[config.mk]
export PLATFORM = sky130hd
export DESIGN_NAME = topk_classification_error_counter_flat
export DESIGN_NICKNAME = d
export VERILOG_FILES = /design/src/rtl/tkce_pkg.sv /design/src/rtl/tkce_ifs.sv /design/src/rtl/topk_classification_error_counter.sv /design/src/rtl/tkce_cell.sv /design/src/rtl/tkce_result.sv /design/src/flat_wrapper.sv
export SDC_FILE = /design/constraint.sdc
export NUM_CORES = 1
export LEC_CHECK = 0
export BUFFER_PORTS_ARGS = -buffer_cell sky130_fd_sc_hd__buf_2
export CORE_ASPECT_RATIO = 0.5
export CORE_MARGIN = 3
export CORE_UTILIZATION = 55
export CTS_CLUSTER_SIZE = 14
export DETAILED_ROUTE_END_ITERATION = 8
export GPL_ROUTABILITY_DRIVEN = 0
export PLACE_DENSITY = 0.72
export SKIP_LAST_GASP = 1
export SYNTH_ARGS = -nofsm -noshare
export SYNTH_HDL_FRONTEND = slang
export SYNTH_HIERARCHICAL = 1
export SYNTH_SLANG_ARGS = --single-unit
export TNS_END_PERCENT = 20
[constraint.sdc]
create_clock -name clk -period 6.9 [get_ports clk]
set_input_delay 1.035 -clock clk [delete_from_list [all_inputs] [get_ports clk]]
set_output_delay 1.035 -clock clk [all_outputs]
set_load 0.02 [all_outputs]
[src/rtl/tkce_pkg.sv]
`timescale 1ns / 1ps

package tkce_pkg;

  localparam int SCORE_BITS  = 32;
  localparam int CLASS_W     = 10;
  localparam int MAX_CLASSES = 1024;
  localparam int TOP_SLOTS   = 5;
  localparam int POS_W       = 3;
  localparam int COUNT_W     = 24;
  localparam int QDEPTH      = 3;
  localparam int QPTR_W      = 2;

  localparam logic [CLASS_W-1:0] CLASS_LAST = CLASS_W'(MAX_CLASSES - 1);
  localparam logic [COUNT_W-1:0] COUNT_MAX  = {COUNT_W{1'b1}};

  localparam logic KIND_TOP1 = 1'b0;
  localparam logic KIND_TOP5 = 1'b1;

  typedef struct packed {
    logic                  valid;
    logic [SCORE_BITS-1:0] key;
    logic [POS_W-1:0]      pos;
    logic [CLASS_W-1:0]    cls;
  } cell_t;

  typedef struct packed {
    logic               pend;
    logic               kind;
    logic [CLASS_W-1:0] label;
    logic [CLASS_W-1:0] best_class;
  } res_req_t;

  typedef struct packed {
    logic               miss;
    logic [COUNT_W-1:0] count;
  } q_word_t;

endpackage

[src/rtl/tkce_ifs.sv]
`timescale 1ns / 1ps

interface tkce_in_if;
  import tkce_pkg::*;
  logic                         valid;
  logic                         ready;
  logic signed [SCORE_BITS-1:0] score;
  logic        [CLASS_W-1:0]    label;
  logic                         last;
  modport source (output valid, score, label, last, input ready);
  modport sink (input valid, score, label, last, output ready);
endinterface

interface tkce_out_if;
  import tkce_pkg::*;
  logic               valid;
  logic               ready;
  logic               miss;
  logic [COUNT_W-1:0] error_count;
  logic               done_res;
  modport source (output valid, miss, error_count, done_res, input ready);
  modport sink (input valid, miss, error_count, done_res, output ready);
endinterface

interface tkce_cfg_if;
  logic valid;
  logic ready;
  logic error_kind;
  modport source (output valid, error_kind, input ready);
  modport sink (input valid, error_kind, output ready);
endinterface

[src/rtl/topk_classification_error_counter.sv]
`timescale 1ns / 1ps

// Streaming top-1 / top-5 classification error counter.
// in_ch carries one class score per word (signed Q16.16) in class order,
// with the sample label and a last flag on the final score of a sample.
// out_ch returns one word per sample: miss, the saturating error count
// including this sample, and done_res = 1.
// cfg_ch writes error_kind (0 top-1, 1 top-5); write only while idle.
// Throughput: one input word per cycle while the result queue has room.
// A row of five slot cells keeps the top-5 list sorted; each cell compares
// the new score against its own entry and shifts with its neighbors in the
// same cycle. The last word of a sample sets a pending request register,
// which then writes the result word and count into the result queue.
// A three-word result queue parts the two sides; when out_ch stalls the
// queue fills and in_ch.ready drops until room frees up.
// Reset (rst_n low, synchronous) clears the error count, the class counter,
// the queue and error_kind; no clearing pass is needed.

module topk_classification_error_counter (
  input  logic        clk,
  input  logic        rst_n,
  tkce_in_if.sink     in_ch,
  tkce_out_if.source  out_ch,
  tkce_cfg_if.sink    cfg_ch
);
  import tkce_pkg::*;

  logic                  kind_r;
  logic [CLASS_W-1:0]    class_cnt_r;
  logic [SCORE_BITS-1:0] best_key_r;
  logic [CLASS_W-1:0]    best_class_r;
  logic                  req_pend_r;
  logic                  req_kind_r;
  logic [CLASS_W-1:0]    req_label_r;
  res_req_t              req;
  logic                  room;
  logic                  accept;
  logic                  fresh;
  logic                  evict;
  logic [SCORE_BITS-1:0] new_key;
  cell_t                 new_item;
  cell_t                 cell_item [TOP_SLOTS];
  logic                  cell_less [TOP_SLOTS];

  assign cfg_ch.ready = 1'b1;
  assign in_ch.ready  = room;
  assign accept       = in_ch.valid & room;

  assign fresh   = (class_cnt_r == '0);
  assign evict   = (class_cnt_r >= CLASS_W'(TOP_SLOTS));
  assign new_key = {~in_ch.score[SCORE_BITS-1], in_ch.score[SCORE_BITS-2:0]};

  always_comb begin
    new_item.valid = 1'b1;
    new_item.key   = new_key;
    new_item.pos   = evict ? cell_item[0].pos : class_cnt_r[POS_W-1:0];
    new_item.cls   = class_cnt_r;
  end

  for (genvar i = 0; i < TOP_SLOTS; i++) begin : g_cell
    cell_t left_item;
    logic  left_less;
    cell_t right_item;
    logic  right_less;

    if (i == 0) begin : g_head
      assign left_item = new_item;
      assign left_less = 1'b1;
    end else begin : g_mid
      assign left_item = cell_item[i-1];
      assign left_less = cell_less[i-1];
    end

    if (i == TOP_SLOTS - 1) begin : g_tail
      assign right_item = new_item;
      assign right_less = 1'b0;
    end else begin : g_body
      assign right_item = cell_item[i+1];
      assign right_less = cell_less[i+1];
    end

    tkce_cell u_cell (
      .clk        (clk),
      .rst_n      (rst_n),
      .load       (accept),
      .fresh      (fresh),
      .evict      (evict),
      .new_item   (new_item),
      .left_item  (left_item),
      .left_less  (left_less),
      .right_item (right_item),
      .right_less (right_less),
      .item       (cell_item[i]),
      .less       (cell_less[i])
    );
  end

  always_ff @(posedge clk) begin
    if (accept && (fresh || new_key > best_key_r)) begin
      best_key_r   <= new_key;
      best_class_r <= class_cnt_r;
    end
    if (accept && in_ch.last) begin
      req_kind_r  <= kind_r;
      req_label_r <= in_ch.label;
    end
  end

  always_ff @(posedge clk) begin
    if (!rst_n) begin
      kind_r      <= KIND_TOP1;
      class_cnt_r <= '0;
      req_pend_r  <= 1'b0;
    end else begin
      if (cfg_ch.valid) begin
        kind_r <= cfg_ch.error_kind;
      end
      req_pend_r <= accept & in_ch.last;
      if (accept) begin
        if (in_ch.last) begin
          class_cnt_r <= '0;
        end else if (class_cnt_r != CLASS_LAST) begin
          class_cnt_r <= class_cnt_r + 1'b1;
        end
      end
    end
  end

  always_comb begin
    req.pend       = req_pend_r;
    req.kind       = req_kind_r;
    req.label      = req_label_r;
    req.best_class = best_class_r;
  end

  tkce_result u_result (
    .clk    (clk),
    .rst_n  (rst_n),
    .req    (req),
    .slots  (cell_item),
    .room   (room),
    .out_ch (out_ch)
  );

endmodule

[src/rtl/tkce_cell.sv]
`timescale 1ns / 1ps

module tkce_cell (
  input  logic            clk,
  input  logic            rst_n,
  input  logic            load,
  input  logic            fresh,
  input  logic            evict,
  input  tkce_pkg::cell_t new_item,
  input  tkce_pkg::cell_t left_item,
  input  logic            left_less,
  input  tkce_pkg::cell_t right_item,
  input  logic            right_less,
  output tkce_pkg::cell_t item,
  output logic            less
);
  import tkce_pkg::*;

  cell_t state_r;
  cell_t state_nxt;
  cell_t view;

  assign item = state_r;

  // entries of the previous sample count as empty on the next sample's first score
  always_comb begin
    view       = state_r;
    view.valid = state_r.valid & ~fresh;
  end

  assign less = view.valid && ({view.key, view.pos} < {new_item.key, new_item.pos});

  // slots kept sorted by (score, position), smallest at the head
  always_comb begin
    if (evict) begin
      if (right_less) begin
        state_nxt = right_item;
      end else if (less) begin
        state_nxt = new_item;
      end else begin
        state_nxt = state_r;
      end
    end else begin
      if (less) begin
        state_nxt = state_r;
      end else if (left_less) begin
        state_nxt = new_item;
      end else begin
        state_nxt       = left_item;
        state_nxt.valid = left_item.valid & ~fresh;
      end
    end
  end

  always_ff @(posedge clk) begin
    if (!rst_n) begin
      state_r.valid <= 1'b0;
    end else if (load) begin
      state_r <= state_nxt;
    end
  end

endmodule

[src/rtl/tkce_result.sv]
`timescale 1ns / 1ps

module tkce_result (
  input  logic              clk,
  input  logic              rst_n,
  input  tkce_pkg::res_req_t req,
  input  tkce_pkg::cell_t   slots [tkce_pkg::TOP_SLOTS],
  output logic              room,
  tkce_out_if.source        out_ch
);
  import tkce_pkg::*;

  logic [COUNT_W-1:0] miss_total_r;
  logic [COUNT_W-1:0] total_nxt;
  q_word_t            q_r [QDEPTH];
  logic [QPTR_W-1:0]  wr_ptr_r;
  logic [QPTR_W-1:0]  rd_ptr_r;
  logic [QPTR_W-1:0]  cnt_r;
  logic               hit5;
  logic               miss;
  logic               pop;
  logic               push;

  always_comb begin
    hit5 = 1'b0;
    for (int k = 0; k < TOP_SLOTS; k++) begin
      if (slots[k].valid && slots[k].cls == req.label) hit5 = 1'b1;
    end
  end

  assign miss = (req.kind == KIND_TOP5) ? ~hit5 : (req.best_class != req.label);
  assign total_nxt = (miss && miss_total_r != COUNT_MAX) ? miss_total_r + 1'b1
                                                         : miss_total_r;

  assign push = req.pend;
  assign pop  = out_ch.valid & out_ch.ready;
  assign room = ({1'b0, cnt_r} + {{QPTR_W{1'b0}}, req.pend}) < (QPTR_W + 1)'(QDEPTH);

  assign out_ch.valid       = (cnt_r != '0);
  assign out_ch.miss        = q_r[rd_ptr_r].miss;
  assign out_ch.error_count = q_r[rd_ptr_r].count;
  assign out_ch.done_res    = 1'b1;

  always_ff @(posedge clk) begin
    if (push) begin
      q_r[wr_ptr_r] <= '{miss: miss, count: total_nxt};
    end
  end

  always_ff @(posedge clk) begin
    if (!rst_n) begin
      miss_total_r <= '0;
      wr_ptr_r     <= '0;
      rd_ptr_r     <= '0;
      cnt_r        <= '0;
    end else begin
      if (push) begin
        miss_total_r <= total_nxt;
        wr_ptr_r     <= (wr_ptr_r == QPTR_W'(QDEPTH - 1)) ? '0 : wr_ptr_r + 1'b1;
      end
      if (pop) begin
        rd_ptr_r <= (rd_ptr_r == QPTR_W'(QDEPTH - 1)) ? '0 : rd_ptr_r + 1'b1;
      end
      cnt_r <= cnt_r + QPTR_W'(push) - QPTR_W'(pop);
    end
  end

endmodule
[src/flat_wrapper.sv]
// flat-port wrapper written by rule: the top's interface ports become plain ports
module topk_classification_error_counter_flat import tkce_pkg::*;
  (clk, rst_n, in_ch_valid, in_ch_score, in_ch_label, in_ch_last, in_ch_ready, out_ch_valid, out_ch_miss, out_ch_error_count, out_ch_done_res, out_ch_ready, cfg_ch_valid, cfg_ch_error_kind, cfg_ch_ready);
  tkce_in_if in_ch_i ();
  tkce_out_if out_ch_i ();
  tkce_cfg_if cfg_ch_i ();
  input  logic clk;
  input  logic rst_n;
  input wire logic [$bits(in_ch_i.valid)-1:0] in_ch_valid;
  input wire logic [$bits(in_ch_i.score)-1:0] in_ch_score;
  input wire logic [$bits(in_ch_i.label)-1:0] in_ch_label;
  input wire logic [$bits(in_ch_i.last)-1:0] in_ch_last;
  output wire logic [$bits(in_ch_i.ready)-1:0] in_ch_ready;
  output wire logic [$bits(out_ch_i.valid)-1:0] out_ch_valid;
  output wire logic [$bits(out_ch_i.miss)-1:0] out_ch_miss;
  output wire logic [$bits(out_ch_i.error_count)-1:0] out_ch_error_count;
  output wire logic [$bits(out_ch_i.done_res)-1:0] out_ch_done_res;
  input wire logic [$bits(out_ch_i.ready)-1:0] out_ch_ready;
  input wire logic [$bits(cfg_ch_i.valid)-1:0] cfg_ch_valid;
  input wire logic [$bits(cfg_ch_i.error_kind)-1:0] cfg_ch_error_kind;
  output wire logic [$bits(cfg_ch_i.ready)-1:0] cfg_ch_ready;
  assign in_ch_i.valid = in_ch_valid;
  assign in_ch_i.score = in_ch_score;
  assign in_ch_i.label = in_ch_label;
  assign in_ch_i.last = in_ch_last;
  assign in_ch_ready = in_ch_i.ready;
  assign out_ch_valid = out_ch_i.valid;
  assign out_ch_miss = out_ch_i.miss;
  assign out_ch_error_count = out_ch_i.error_count;
  assign out_ch_done_res = out_ch_i.done_res;
  assign out_ch_i.ready = out_ch_ready;
  assign cfg_ch_i.valid = cfg_ch_valid;
  assign cfg_ch_i.error_kind = cfg_ch_error_kind;
  assign cfg_ch_ready = cfg_ch_i.ready;
  topk_classification_error_counter u_core (.clk(clk), .rst_n(rst_n), .in_ch(in_ch_i), .out_ch(out_ch_i), .cfg_ch(cfg_ch_i));
endmodule
==> impl_metrics.env <==
export IMPL_leakagePower_nw=10.7
export IMPL_ir_drop_uv=154
export IMPL_portBuffers=75
export IMPL_worstReg2RegEnd="u_core/g_cell[2].u_cell/item[35]"
export IMPL_grt_use_total_pct=25.7
export IMPL_yosysWarnings=6
export IMPL_cts_tree="built"
export IMPL_dp_final_hpwl_um=44400
export IMPL_required_ps=7080
export IMPL_finalSetupTns_ps=0
export IMPL_post_cts_repair_setup_buffers=0
export IMPL_wl_per_cell_um=20.8
export IMPL_core_um2=46200
export IMPL_synth_cell_types=72
export IMPL_drc_errors=0
export IMPL_ios=78
export IMPL_antenna_cells=0
export IMPL_synth_area_leaders="edfxtp_1 40%, ha_1 10%, mux2i_1 7.1%"
export IMPL_cp_max_fo=35
export IMPL_multi_input_area_um2=13400
export IMPL_fmax_ghz=0.173
export IMPL_critPathMaxStageDelay_ps=750
export IMPL_hold_viol=0
export IMPL_r2r_start="u_core/class_cnt_r[1]"
export IMPL_drtIter0Drc=1956
export IMPL_die_w_um=316
export IMPL_cts_buffer_depth=3
export IMPL_fin_crit_sh_pct=83.8
export IMPL_drv_cap=0
export IMPL_syn_inst=2549
export IMPL_syn_area_um2=26300
export IMPL_wl_met3_um=5470
export IMPL_cp_start_kind="register"
export IMPL_slowest_stage="a211oi_4"
export IMPL_globalRouteOverflowTotal=0
export IMPL_antenna_found_initial=1
export IMPL_critical_path_class="reg2reg"
export IMPL_holdPathEnd="u_core/req_kind_r"
export IMPL_tightest_slew_ps=1040
export IMPL_clockRootBuffer="clkbuf_16"
export IMPL_clock_latency_ps=550
export IMPL_grt_pass1_vias=18900
export IMPL_dr_max_layer_used="met4"
export IMPL_routed_via_density=6.25
export IMPL_fin_ws_ps=1120
export IMPL_path_cells="inv_1, ha_1, nand2b_1, nor2_1, o22a_1, inv_1, ha_1, a21oi_1, o21ai_0, nand4_1, a2111oi_2, o211ai_2, and2_4, nand2b_1, a21oi_1, a211oi_4, buf_4"
export IMPL_synth_seq_cells=402
export IMPL_grt_max_degree=146
export IMPL_slew_violations=0
export IMPL_r2r_cells=17
export IMPL_rsz0062_at_grt="false"
export IMPL_outcome="finished clean"
export IMPL_setup_viol=0
export IMPL_num_fill_cells=3793
export IMPL_clock_skew_ps=17.0
export IMPL_ant_nets=0
export IMPL_area_delta_synth_final_pct=7.60
export IMPL_crit_arrival_ps=5970
export IMPL_slew_headroom_pct=30.1
export IMPL_hold_ws_ps=445
export IMPL_pre_cts_ws_ps=1150
export IMPL_synth_area_per_cell_um2=10.3
export IMPL_cts_htree_levels=2
export IMPL_cts_hold_buffers=0
export IMPL_die_area_um2=50700
export IMPL_yosysSeqAreaShare_pct=44.0
export IMPL_start_util_pct=57.0
export IMPL_post_cts_resize_count=0
export IMPL_finish_utilization_pct=61.3
export IMPL_ff_latch_area_um2=11600
export IMPL_endpoint_kind="register"
export IMPL_grt_pass1_wl_um=105000
export IMPL_p_per_area_nw_per_um2=215
export IMPL_num_vias=20000
export IMPL_fp_row_count=55
export IMPL_ys_flop_type="edfxtp_1"
export IMPL_wl_met1_um=30000
export IMPL_hold_path_class="reg2reg"
export IMPL_hold_depth=0
export IMPL_synth_edf_count=353
export IMPL_wl_um=66700
export IMPL_met2_length_um=29800
export IMPL_die_h_um=161
export IMPL_design_area_um2=28300
export IMPL_nets=2812
export IMPL_drive_above_1_share_pct=8.61
export IMPL_cts_sinks=402
export IMPL_min_period_ps=5780
export IMPL_synth_async_reset_ratio_pct=0
export IMPL_hold_start="u_core/kind_r"
export IMPL_first_pass_iters=6
export IMPL_synth_top_area_share_pct=40.2
export IMPL_synth_largest_area_cell="edfxtp_1"
export IMPL_r2r_slack_ps=1120
export IMPL_cts_buffers_inserted=40
export IMPL_clkSlewWorstSetupHoldPaths_ps=70
export IMPL_placed_area_um2=27200
-- layout make-up --
type	count	area share (%)
flip-flops and latches	402	40.9
well taps	627	2.77
repair buffers	101	2.01
inverters	229	3.06
clock buffers	50	3.77
clock inverters	19	0.366
multi-input cells	1778	47.2
-- logic make-up after synthesis --
family	share of synthesized area [%]
muxes	7.54
AOI/OAI and AO/OA	18.3
other	0.0427
DFF	44.0
adders and majority gates	10.0
xor gates and xnor gates	2.86
buffers and inverters	5.77
and+or+nand+nor	11.6
-- where the power goes --
part / total, W / switching (W) / internal [W]
clock: 0.00206 / 0.000958 / 0.00110
combinational: 0.00106 / 0.000652 / 0.000413
sequential: 0.00296 / 0.000122 / 0.00284
-- per-stage QoR --
stage	total power, W	instances
floorplan	0.00371	2563
global placement	0.00402	3137
detailed placement	0.00405	3137
CTS	0.00610	3206
global route	0.00635	3206
finish	0.00608	3206
-- worst max path at each step --
stage,endpoint,depth (start not counted),slack [ps],from
3_3_place_gp,u_core/g_cell[2].u_cell/item[41],15,1240,u_core/class_cnt_r[1]
6_report,u_core/g_cell[2].u_cell/item[35],17,1120,u_core/class_cnt_r[1]
3_5_place_dp,u_core/g_cell[2].u_cell/item[8],15,1150,u_core/class_cnt_r[1]
4_1_cts,u_core/g_cell[2].u_cell/item[35],15,1140,u_core/class_cnt_r[1]
2_1_floorplan,u_core/best_class_r[0],6,1180,in_ch_score[31]
5_1_grt,u_core/g_cell[2].u_cell/item[35],17,730,u_core/class_cnt_r[1]
-- synth_stat cells (all sizes together) (5+ instances only) --
master	n
a21o	33
nand2	97
nand2b	19
clkbuf	98
o21ai	50
a21oi	249
a2111oi	7
nand4	61
nor2b	172
or2	6
dfxtp	49
edfxtp	353
or4	11
xor2	30
a211oi	177
a31oi	72
buf	56
o31ai	11
a221o	11
and2	15
ha	211
o2111ai	13
o211ai	7
a211o	5
mux2i	186
nor4	11
nor3	25
nand3	37
mux2	11
a21boi	5
nor2	51
inv	229
o2111a	5
and3	16
xnor2	56
o22ai	70
a22oi	5
-- sequential cells by signal, summed over array words and instances, names as in the netlist, named ones only --
name                          cells
u_core/best_class_r              10
u_core/best_key_r                32
u_core/class_cnt_r               10
u_core/g_cell.u_cell/item       230
u_core/kind_r                     1
u_core/req_kind_r                 1
u_core/req_label_r               10
u_core/req_pend_r                 1
u_core/u_result/cnt_r             2
u_core/u_result/miss_total_r     24
u_core/u_result/q_r              75
u_core/u_result/rd_ptr_r          2
u_core/u_result/wr_ptr_r          2
-- critical path: cells and delay by family, from the launching register on --
family,cells,cell delay [ps]
AO/OA/AOI/OAI,7,2040
adder cells (fa/ha/maj),2,530
buffers and inverters,3,900
flip-flops,1,660
AND/OR/NAND/NOR,5,1240
-- layer usage --
metal  vias to the layer above  GRT usage [%]
li1                       9594              -
met1                      9591           37.3
met2                       760           40.5
met3                        91           4.07
met4                         0           6.09
met5                         -              0
-- layout by cell type, fill, tap and decap left out, types with 13 or more instances in the layout --
cell	synthesis	layout
and3_1	16	16
clkbuf_16	0	40
nor3_1	20	19
o22ai_1	70	70
xnor2_1	56	56
buf_4	13	26
a31oi_1	72	72
a21o_1	33	33
dfxtp_1	49	49
nor2_1	49	47
xor2_1	30	30
nand4_1	56	56
edfxtp_1	353	353
nand3_1	35	35
mux2i_1	186	186
nand2_1	97	97
nand2b_1	19	19
o2111ai_1	13	13
o21ai_0	49	49
a211oi_1	172	172
conb_1	3	17
nor2b_1	172	172
ha_1	211	211
buf_2	8	75
a21oi_1	247	247
inv_1	229	228
Note: power is estimated with default switching activity, not from simulation.
